$ cat src/hw/rtl/skf_pkg.sv
// ----------------------------------------------------------------------------
// skf_pkg
// Types, register indexes and the control-store program of the scalar
// Kalman filter core.
// ----------------------------------------------------------------------------
package skf_pkg;

  localparam int FIELD_W   = 32;
  localparam int CFG_IDX_W = 3;
  localparam int MDW       = 16;  // multiplier digit width
  localparam int PC_W      = 5;
  localparam int PROG_LEN  = 27;

  localparam logic [CFG_IDX_W-1:0] CFG_PROC_NOISE = 3'd0;
  localparam logic [CFG_IDX_W-1:0] CFG_MEAS_NOISE = 3'd1;
  localparam logic [CFG_IDX_W-1:0] CFG_STATE_GAIN = 3'd2;
  localparam logic [CFG_IDX_W-1:0] CFG_CTRL_GAIN  = 3'd3;
  localparam logic [CFG_IDX_W-1:0] CFG_MEAS_GAIN  = 3'd4;

  localparam logic [FIELD_W-1:0] OUT_MAX = 32'h7fff_ffff;
  localparam logic [FIELD_W-1:0] OUT_MIN = 32'h8000_0000;

  typedef enum logic [2:0] {
    ST_IDLE,
    ST_EXEC,
    ST_MUL,
    ST_DIV,
    ST_OUT
  } state_t;

  typedef enum logic [3:0] {
    UOP_MUL,
    UOP_ADD,
    UOP_SUB,
    UOP_DIV,
    UOP_JSTART,
    UOP_JZERO,
    UOP_INITDONE,
    UOP_DONE,
    UOP_FAULT
  } op_t;

  typedef enum logic [3:0] {
    SRC_M,
    SRC_U,
    SRC_A,
    SRC_B,
    SRC_C,
    SRC_R,
    SRC_Q,
    SRC_X,
    SRC_P,
    SRC_T,
    SRC_XP,
    SRC_PP,
    SRC_DEN,
    SRC_K
  } src_t;

  typedef enum logic [2:0] {
    DST_T,
    DST_XP,
    DST_PP,
    DST_DEN,
    DST_K,
    DST_X,
    DST_P
  } dst_t;

  typedef struct packed {
    op_t             op;
    src_t            src_a;
    src_t            src_b;
    dst_t            dst;
    logic [PC_W-1:0] target;
  } uword_t;

  localparam logic [PC_W-1:0] PC_NONE  = 5'd0;
  localparam logic [PC_W-1:0] PC_RUN   = 5'd6;
  localparam logic [PC_W-1:0] PC_FAULT = 5'd26;

  // control store: initial sample, then predict / gain / correct
  function automatic uword_t ucode(input logic [PC_W-1:0] pc);
    uword_t w;
    case (pc)
      5'd0:  w = '{UOP_JSTART,   SRC_T,   SRC_T,   DST_T,   PC_RUN};
      5'd1:  w = '{UOP_JZERO,    SRC_C,   SRC_T,   DST_T,   PC_FAULT};
      5'd2:  w = '{UOP_DIV,      SRC_M,   SRC_C,   DST_X,   PC_NONE};
      5'd3:  w = '{UOP_DIV,      SRC_Q,   SRC_C,   DST_T,   PC_NONE};
      5'd4:  w = '{UOP_DIV,      SRC_T,   SRC_C,   DST_P,   PC_NONE};
      5'd5:  w = '{UOP_INITDONE, SRC_T,   SRC_T,   DST_T,   PC_NONE};
      5'd6:  w = '{UOP_MUL,      SRC_A,   SRC_X,   DST_T,   PC_NONE};
      5'd7:  w = '{UOP_MUL,      SRC_B,   SRC_U,   DST_XP,  PC_NONE};
      5'd8:  w = '{UOP_ADD,      SRC_T,   SRC_XP,  DST_XP,  PC_NONE};
      5'd9:  w = '{UOP_MUL,      SRC_A,   SRC_P,   DST_T,   PC_NONE};
      5'd10: w = '{UOP_MUL,      SRC_T,   SRC_A,   DST_T,   PC_NONE};
      5'd11: w = '{UOP_ADD,      SRC_T,   SRC_R,   DST_PP,  PC_NONE};
      5'd12: w = '{UOP_MUL,      SRC_C,   SRC_PP,  DST_T,   PC_NONE};
      5'd13: w = '{UOP_MUL,      SRC_T,   SRC_C,   DST_T,   PC_NONE};
      5'd14: w = '{UOP_ADD,      SRC_T,   SRC_Q,   DST_DEN, PC_NONE};
      5'd15: w = '{UOP_JZERO,    SRC_DEN, SRC_T,   DST_T,   PC_FAULT};
      5'd16: w = '{UOP_MUL,      SRC_PP,  SRC_C,   DST_T,   PC_NONE};
      5'd17: w = '{UOP_DIV,      SRC_T,   SRC_DEN, DST_K,   PC_NONE};
      5'd18: w = '{UOP_MUL,      SRC_C,   SRC_XP,  DST_T,   PC_NONE};
      5'd19: w = '{UOP_SUB,      SRC_M,   SRC_T,   DST_T,   PC_NONE};
      5'd20: w = '{UOP_MUL,      SRC_K,   SRC_T,   DST_T,   PC_NONE};
      5'd21: w = '{UOP_ADD,      SRC_XP,  SRC_T,   DST_X,   PC_NONE};
      5'd22: w = '{UOP_MUL,      SRC_K,   SRC_C,   DST_T,   PC_NONE};
      5'd23: w = '{UOP_MUL,      SRC_T,   SRC_PP,  DST_T,   PC_NONE};
      5'd24: w = '{UOP_SUB,      SRC_PP,  SRC_T,   DST_P,   PC_NONE};
      5'd25: w = '{UOP_DONE,     SRC_T,   SRC_T,   DST_T,   PC_NONE};
      5'd26: w = '{UOP_FAULT,    SRC_T,   SRC_T,   DST_T,   PC_NONE};
      default: w = '{UOP_FAULT,  SRC_T,   SRC_T,   DST_T,   PC_NONE};
    endcase
    return w;
  endfunction

endpackage

$ cat src/hw/rtl/scalar_kalman_filter_core.sv
// ----------------------------------------------------------------------------
// scalar_kalman_filter_core
// One-dimensional Kalman filter, fixed point, run by a microcoded sequencer.
// A started sample runs eleven multiplies and one divide; the first sample runs
// three divides. Multiplies use a 16-bit digit multiplier. A new beat is taken
// only once the previous sample's result is loaded into the output register, so
// out_tready held low also holds the input off.
// Reset (synchronous, rst_n low) clears the estimate, covariance and started
// flag and restores the register defaults.
// ----------------------------------------------------------------------------
module scalar_kalman_filter_core
  import skf_pkg::*;
#(
  parameter int DATA_WIDTH = 32,
  parameter int FRAC_BITS  = 16
) (
  input  logic                 clk,
  input  logic                 rst_n,
  input  logic                 in_tvalid,
  output logic                 in_tready,
  input  logic [63:0]          in_tdata,    // [31:0] measurement, [63:32] control
  output logic                 out_tvalid,
  input  logic                 out_tready,
  output logic [31:0]          out_tdata,   // [31:0] estimate
  output logic                 out_tuser,   // [0] div_fault
  input  logic                 cfg_valid,
  output logic                 cfg_ready,
  input  logic [CFG_IDX_W-1:0] cfg_index,
  input  logic [31:0]          cfg_data
);

  localparam int DW  = DATA_WIDTH;
  localparam int FB  = FRAC_BITS;
  localparam int EW  = (DW > FIELD_W) ? DW : FIELD_W;
  localparam int ND  = (DW + MDW - 1) / MDW;
  localparam int YW  = ND * MDW;
  localparam int QW  = DW + FB;
  localparam int PW  = 2 * DW;
  localparam int SW  = (PW > QW) ? PW : QW;
  localparam int MCW = $clog2(ND + 1);
  localparam int DCW = $clog2(QW + 1);

  localparam logic signed [DW-1:0] VMAX = {1'b0, {(DW-1){1'b1}}};
  localparam logic signed [DW-1:0] VMIN = {1'b1, {(DW-1){1'b0}}};

  function automatic logic signed [DW-1:0] sat_in(input logic [FIELD_W-1:0] v);
    logic signed [EW-1:0] ve;
    ve = EW'($signed(v));
    if (ve[EW-1:DW-1] == {(EW-DW+1){ve[EW-1]}}) begin
      return ve[DW-1:0];
    end
    return ve[EW-1] ? VMIN : VMAX;
  endfunction

  function automatic logic [DW-1:0] mag(input logic signed [DW-1:0] a);
    return a[DW-1] ? ({DW{1'b0}} - a) : a;
  endfunction

  function automatic logic signed [DW-1:0] from_mag(input logic [SW-1:0] m,
                                                     input logic neg);
    if (|m[SW-1:DW-1]) begin
      if (neg && (m[SW-1:DW-1] == {{(SW-DW){1'b0}}, 1'b1}) && ~|m[DW-2:0]) begin
        return VMIN;
      end
      return neg ? VMIN : VMAX;
    end
    return neg ? ({DW{1'b0}} - m[DW-1:0]) : m[DW-1:0];
  endfunction

  function automatic logic signed [DW-1:0] sat_sum(input logic signed [DW:0] s);
    if (s[DW] != s[DW-1]) begin
      return s[DW] ? VMIN : VMAX;
    end
    return s[DW-1:0];
  endfunction

  // configuration
  logic [30:0]        proc_noise_r, meas_noise_r;
  logic [31:0]        state_gain_r, ctrl_gain_r, meas_gain_r;

  // sequencer and register file
  state_t             st_r, st_nxt;
  logic [PC_W-1:0]    pc_r, pc_nxt;
  uword_t             uw;
  logic signed [DW-1:0] m_r, u_r, x_r, p_r, t_r, xp_r, pp_r, den_r, k_r;
  logic               started_r, fault_r;
  logic signed [DW-1:0] opa, opb, wb_val;
  logic               wb_en, mul_load, div_load, end_op, out_load, accept;

  // multiplier
  logic [DW-1:0]      mx_r;
  logic [YW-1:0]      my_r;
  logic [PW-1:0]      macc_r;
  logic               mneg_r;
  logic [MCW-1:0]     mcnt_r;
  logic [DW+MDW-1:0]  mprod;

  // divider
  logic [DW-1:0]      dd_r, drem_r;
  logic [QW-1:0]      dq_r;
  logic               dneg_r;
  logic [DCW-1:0]     dcnt_r;
  logic [DW:0]        drs;
  logic               dge;

  // output
  logic               out_tvalid_r, fault_out_r;
  logic [31:0]        est_out_r;
  logic signed [EW-1:0] xe;

  function automatic logic signed [DW-1:0] operand(input src_t s);
    case (s)
      SRC_M:   return m_r;
      SRC_U:   return u_r;
      SRC_A:   return sat_in(state_gain_r);
      SRC_B:   return sat_in(ctrl_gain_r);
      SRC_C:   return sat_in(meas_gain_r);
      SRC_R:   return sat_in({1'b0, proc_noise_r});
      SRC_Q:   return sat_in({1'b0, meas_noise_r});
      SRC_X:   return x_r;
      SRC_P:   return p_r;
      SRC_T:   return t_r;
      SRC_XP:  return xp_r;
      SRC_PP:  return pp_r;
      SRC_DEN: return den_r;
      SRC_K:   return k_r;
      default: return t_r;
    endcase
  endfunction

  assign uw        = ucode(pc_r);
  assign opa       = operand(uw.src_a);
  assign opb       = operand(uw.src_b);
  assign accept    = in_tvalid && in_tready;
  assign cfg_ready = 1'b1;

  assign mprod = mx_r * my_r[YW-1 -: MDW];
  assign drs   = {drem_r, dq_r[QW-1]};
  assign dge   = drs >= {1'b0, dd_r};

  // next state
  always_comb begin
    st_nxt = st_r;
    case (st_r)
      ST_IDLE: begin
        if (accept) st_nxt = ST_EXEC;
      end
      ST_EXEC: begin
        case (uw.op)
          UOP_MUL:                          st_nxt = ST_MUL;
          UOP_DIV:                          st_nxt = ST_DIV;
          UOP_INITDONE, UOP_DONE, UOP_FAULT: st_nxt = ST_OUT;
          default:                          st_nxt = ST_EXEC;
        endcase
      end
      ST_MUL: begin
        if (mcnt_r == '0) st_nxt = ST_EXEC;
      end
      ST_DIV: begin
        if (dcnt_r == '0) st_nxt = ST_EXEC;
      end
      ST_OUT: begin
        if (!out_tvalid_r || out_tready) st_nxt = ST_IDLE;
      end
      default: st_nxt = ST_IDLE;
    endcase
  end

  // control outputs
  always_comb begin
    in_tready = 1'b0;
    pc_nxt    = pc_r;
    wb_en     = 1'b0;
    wb_val    = t_r;
    mul_load  = 1'b0;
    div_load  = 1'b0;
    end_op    = 1'b0;
    out_load  = 1'b0;
    case (st_r)
      ST_IDLE: begin
        in_tready = 1'b1;
        pc_nxt    = '0;
      end
      ST_EXEC: begin
        case (uw.op)
          UOP_ADD: begin
            wb_en  = 1'b1;
            wb_val = sat_sum({opa[DW-1], opa} + {opb[DW-1], opb});
            pc_nxt = pc_r + 1'b1;
          end
          UOP_SUB: begin
            wb_en  = 1'b1;
            wb_val = sat_sum({opa[DW-1], opa} - {opb[DW-1], opb});
            pc_nxt = pc_r + 1'b1;
          end
          UOP_MUL:    mul_load = 1'b1;
          UOP_DIV:    div_load = 1'b1;
          UOP_JSTART: pc_nxt = started_r ? uw.target : pc_r + 1'b1;
          UOP_JZERO:  pc_nxt = (opa == '0) ? uw.target : pc_r + 1'b1;
          default:    end_op = 1'b1;
        endcase
      end
      ST_MUL: begin
        if (mcnt_r == '0) begin
          wb_en  = 1'b1;
          wb_val = from_mag(SW'(macc_r >> FB), mneg_r);
          pc_nxt = pc_r + 1'b1;
        end
      end
      ST_DIV: begin
        if (dcnt_r == '0) begin
          wb_en  = 1'b1;
          wb_val = from_mag(SW'(dq_r), dneg_r);
          pc_nxt = pc_r + 1'b1;
        end
      end
      ST_OUT: begin
        out_load = !out_tvalid_r || out_tready;
      end
      default: ;
    endcase
  end

  always_ff @(posedge clk) begin
    if (!rst_n) begin
      st_r         <= ST_IDLE;
      pc_r         <= '0;
      started_r    <= 1'b0;
      fault_r      <= 1'b0;
      x_r          <= '0;
      p_r          <= '0;
      out_tvalid_r <= 1'b0;
      proc_noise_r <= 31'd65536;
      meas_noise_r <= 31'd65536;
      state_gain_r <= 32'd65536;
      ctrl_gain_r  <= 32'd0;
      meas_gain_r  <= 32'd65536;
      mcnt_r       <= '0;
      dcnt_r       <= '0;
    end else begin
      st_r <= st_nxt;
      pc_r <= pc_nxt;

      if (cfg_valid && cfg_ready) begin
        case (cfg_index)
          CFG_PROC_NOISE: proc_noise_r <= cfg_data[30:0];
          CFG_MEAS_NOISE: meas_noise_r <= cfg_data[30:0];
          CFG_STATE_GAIN: state_gain_r <= cfg_data;
          CFG_CTRL_GAIN:  ctrl_gain_r  <= cfg_data;
          CFG_MEAS_GAIN:  meas_gain_r  <= cfg_data;
          default: ;
        endcase
      end

      if (end_op) begin
        fault_r <= (uw.op == UOP_FAULT);
        if (uw.op == UOP_INITDONE) started_r <= 1'b1;
      end

      if (wb_en) begin
        case (uw.dst)
          DST_X: x_r <= wb_val;
          DST_P: p_r <= wb_val;
          default: ;
        endcase
      end

      if (mul_load) begin
        mcnt_r <= MCW'(ND);
      end else if (st_r == ST_MUL && mcnt_r != '0) begin
        mcnt_r <= mcnt_r - 1'b1;
      end

      if (div_load) begin
        dcnt_r <= DCW'(QW);
      end else if (st_r == ST_DIV && dcnt_r != '0) begin
        dcnt_r <= dcnt_r - 1'b1;
      end

      if (out_load) begin
        out_tvalid_r <= 1'b1;
      end else if (out_tready) begin
        out_tvalid_r <= 1'b0;
      end
    end
  end

  // payload registers
  always_ff @(posedge clk) begin
    if (accept) begin
      m_r <= sat_in(in_tdata[31:0]);
      u_r <= sat_in(in_tdata[63:32]);
    end

    if (wb_en) begin
      case (uw.dst)
        DST_T:   t_r   <= wb_val;
        DST_XP:  xp_r  <= wb_val;
        DST_PP:  pp_r  <= wb_val;
        DST_DEN: den_r <= wb_val;
        DST_K:   k_r   <= wb_val;
        default: ;
      endcase
    end

    if (mul_load) begin
      mx_r   <= mag(opa);
      my_r   <= YW'(mag(opb));
      macc_r <= '0;
      mneg_r <= opa[DW-1] ^ opb[DW-1];
    end else if (st_r == ST_MUL && mcnt_r != '0) begin
      macc_r <= (macc_r << MDW) + PW'(mprod);
      my_r   <= my_r << MDW;
    end

    if (div_load) begin
      dd_r   <= mag(opb);
      dq_r   <= {mag(opa), {FB{1'b0}}};
      drem_r <= '0;
      dneg_r <= opa[DW-1] ^ opb[DW-1];
    end else if (st_r == ST_DIV && dcnt_r != '0) begin
      drem_r <= dge ? DW'(drs - {1'b0, dd_r}) : drs[DW-1:0];
      dq_r   <= {dq_r[QW-2:0], dge};
    end

    if (out_load) begin
      est_out_r   <= (xe[EW-1:FIELD_W-1] == {(EW-FIELD_W+1){xe[EW-1]}}) ?
                     xe[FIELD_W-1:0] : (xe[EW-1] ? OUT_MIN : OUT_MAX);
      fault_out_r <= fault_r;
    end
  end

  assign xe         = EW'(x_r);
  assign out_tvalid = out_tvalid_r;
  assign out_tdata  = est_out_r;
  assign out_tuser  = fault_out_r;

`ifndef NO_ASSERTIONS
  a_pc_in_program: assert property (@(posedge clk) disable iff (!rst_n)
    (st_r != ST_IDLE) |-> (pc_r < PC_W'(PROG_LEN)))
    else $error("sequencer left the program");

  a_div_nonzero: assert property (@(posedge clk) disable iff (!rst_n)
    (st_r == ST_EXEC && uw.op == UOP_DIV) |-> (opb != '0))
    else $error("divide issued with zero divisor");

  a_started_by_init: assert property (@(posedge clk) disable iff (!rst_n)
    $rose(started_r) |-> $past(st_r == ST_EXEC && uw.op == UOP_INITDONE))
    else $error("started set outside the initial sequence");
`endif

endmodule

$ cat config.mk
export PLATFORM = sky130hd
export DESIGN_NAME = scalar_kalman_filter_core
export DESIGN_NICKNAME = d
export VERILOG_FILES = /design/src/hw/rtl/skf_pkg.sv /design/src/hw/rtl/scalar_kalman_filter_core.sv
export SDC_FILE = /design/constraint.sdc
export NUM_CORES = 2
export LEC_CHECK = 0
export BUFFER_PORTS_ARGS = -buffer_cell sky130_fd_sc_hd__buf_2
export CAP_MARGIN = 20
export CORE_AREA = 2 2 335 337
export CTS_CLUSTER_DIAMETER = 100
export DETAILED_ROUTE_END_ITERATION = 10
export DIE_AREA = 0 0 337 339
export PLACE_DENSITY = 0.72
export SLEW_MARGIN = 0
export SYNTH_ARGS = -nofsm -noshare
export SYNTH_HDL_FRONTEND = slang
export SYNTH_SLANG_ARGS = --single-unit
$ cat constraint.sdc
create_clock -name clk -period 15.5 [get_ports clk]
set_input_delay 4.65 -clock clk [delete_from_list [all_inputs] [get_ports clk]]
set_output_delay 4.65 -clock clk [all_outputs]
set_load 0.01 [all_outputs]
==> impl_metrics.tcl <==
set metrics [dict create \
    syn_inst 6894 \
    crit_path_top_delay_cell "a2111oi_0" \
    fin_crit_ns 8.52 \
    fp.coreArea_um2 110000 \
    status "finished with violations" \
    die_h_um 339 \
    critPathCaptureType "register" \
    layout_common_cells "nand2_1, inv_1, fa_1, a21oi_1, edfxtp_1" \
    critPathKind "reg -> reg" \
    clkSinkCount 758 \
    ys_async_sr_fraction_pct 0 \
    ctsHoldBuffers 0 \
    slew_headroom_pct 16.8 \
    clk_path_buf_depth 3 \
    violations "DRC" \
    cap_violations 0 \
    first_pass_iters 11 \
    cts_htree_levels 3 \
    grt_pass1_wl_mm 361 \
    worst_path_largest_cell_delay_ns 0.77 \
    grt_overflow_total 0 \
    io-pin-count 140 \
    clk_latency_ns 0.69 \
    cts_root_buf "clkbuf_16" \
    syn-cell-area_um2 61500 \
    io_buffers 138 \
    area_growth_pct 8.21 \
    via_count 56100 \
    grt_pass1_vias 53700 \
    first_iter_violations 8476 \
    cts_resized 0 \
    ant_nets 0 \
    drive_gt1_share_pct 9.02 \
    slew_viol_final 0 \
    antenna_found_initial 9 \
    synth-seq-cells 758 \
    layout.nets 7656 \
    setup_violations 0 \
    hpwl_mm 182 \
    die_w_um 337 \
    synth_edf_count 387 \
    clk_pin_slew_ns 0.06 \
    postRouteWirelength_mm 248 \
    track_usage_pct 42.8 \
    syn-num-nets 7700 \
    period_share_pct 55.0 \
    setup-tns-final_ns 0 \
    tightest_slew_ns 1.24 \
    cts_tree "yes" \
    cp_num_buf_inv 6 \
    crit_chain "buf_4, buf_4, nand2b_1, a21oi_1, or4_4, o32ai_4, inv_2, ha_1, inv_1, a21oi_1, o31ai_1, a2111oi_0, buf_4, or4_1, o21ai_0, o21ai_0, nor4_4, nor2_1, a211oi_1, a2111oi_0, inv_1" \
    synthDistinctLibCells 109 \
    cts_setup_buffers 0 \
    arrival_ns 8.86 \
    synth_flop_cell "edfxtp_1" \
    viasPerCell 6.67 \
    floorplan.rows 122 \
    cts-buffers-inserted 81 \
    grt_start_max_net_pins 82 \
    avgSynthCellArea_um2 8.92 \
    yosysWarnings 0 \
    wl_per_cell_um 29.4 \
    layout_commonest_cell "nand2_1" \
    die-area_um2 114000 \
    rsz0062_at_grt "no" \
    worstPathRequired_ns 15.84 \
    startpoint_type "register" \
    hold_path.class "reg -> reg" \
    cpMostUsedCell "buf_4" \
    start_util_pct 55.7 \
    path_delay_family "compound AO/OA/AOI/OAI gates" \
    drc 18 \
    ys_seq_area_share_pct 31.0 \
    fmaxAchievable_ghz 0.117 \
    fin_worst_skew_ns 0.0531 \
    hold_violations 0 \
    gp_congestion 1.13 \
    cp_max_fo 52 \
]
synth_stat cells, types with 33 or more instances:
library cell / instances / area, um^2
a211oi_1: 78 / 586
a21o_1: 82 / 616
a21oi_1: 432 / 2160
a221oi_1: 68 / 596
a22o_1: 108 / 946
a22oi_1: 95 / 713
a31oi_1: 46 / 288
a32oi_1: 37 / 324
and2_1: 260 / 1630
and3_1: 44 / 275
buf_2: 49 / 245
clkbuf_1: 331 / 1240
dfxtp_1: 371 / 7430
edfxtp_1: 387 / 11600
fa_1: 453 / 9070
ha_1: 249 / 3120
inv_1: 758 / 2850
mux2_2: 54 / 608
mux2i_1: 60 / 601
nand2_1: 944 / 3540
nand2b_1: 48 / 300
nand3_1: 97 / 485
nand4_1: 37 / 231
nor2_1: 314 / 1180
nor2b_1: 70 / 438
nor3_1: 100 / 500
nor3b_1: 44 / 330
nor4_1: 34 / 213
o21ai_0: 339 / 1700
o21bai_1: 33 / 248
o22ai_1: 48 / 300
o31ai_1: 42 / 315
xnor2_1: 141 / 1230
xor2_1: 60 / 526
state kept, by name, summed over array words and instances (netlist names), 18 cells and up:
signal and count:
x_r 32, dd_r 32, pp_r 32, dq_r 48, my_r 32, out_tdata 32
state_gain_r 32, u_r 32, p_r 32, m_r 32, macc_r 64, mx_r 32
ctrl_gain_r 32, den_r 32, uw 18, xp_r 32, proc_noise_r 31, k_r 32
t_r 32, meas_gain_r 32, drem_r 32, meas_noise_r 31
layer usage:
metal  global-route usage (%)  vias to the layer above  routed length [um]  share of wire (%)
met5                        0                        -                  13             0.0052
met4                     30.6                        2               21900                8.8
met3                     11.4                     1132               28800                 12
met2                     65.0                     3994              108000                 43
met1                     52.7                    27100               89400                 36
li1                         -                    23900                   -                  -
cell families after synthesis:
family	share of synthesized area [%]
compound gates	19.2
mux	2.32
fa+ha+maj	19.8
xor+xnor	2.86
other cells	0.00610
simple gates	17.0
flops	31.0
buf+inv	7.76
final cells by class:
type	instances	area, um^2
Fill cell	9642	43800
Clock buffer	107	2210
Tap cell	1488	1860
Clock inverter	43	509
Antenna cell	8	20.0
Sequential cell	758	19100
Multi-Input combinational cell	4932	37900
Inverter	764	2870
Timing Repair Buffer	313	2090
metrics by stage:
step	setup WS, ns	area, um^2	hold slack (ns)	utilization [%]	instances
floorplan	8.48	61500	0.409	-	6894
global placement	6.89	63600	0.420	57.6	8241
detailed placement	6.89	63600	0.431	57.7	8243
CTS	7.16	66300	0.444	60.1	8393
global route	6.65	66500	0.450	60.3	8405
finish	6.98	66500	0.443	60.3	8413
worst paths after layout:
path / startpoint / to / slack [ns] / cells past startpoint
hold / removal: fault_r / out_tuser / 0.44 / 0
setup / recovery: uw[15] / t_r[17] / 6.98 / 21
setup reg to reg: uw[15] / t_r[17] / 6.98 / 21
hold reg to reg: fault_r / out_tuser / 0.44 / 0
Power is left out: the tool's default activity adds up to more than one toggle a clock period on the data nets, which glitch-free logic cannot reach.
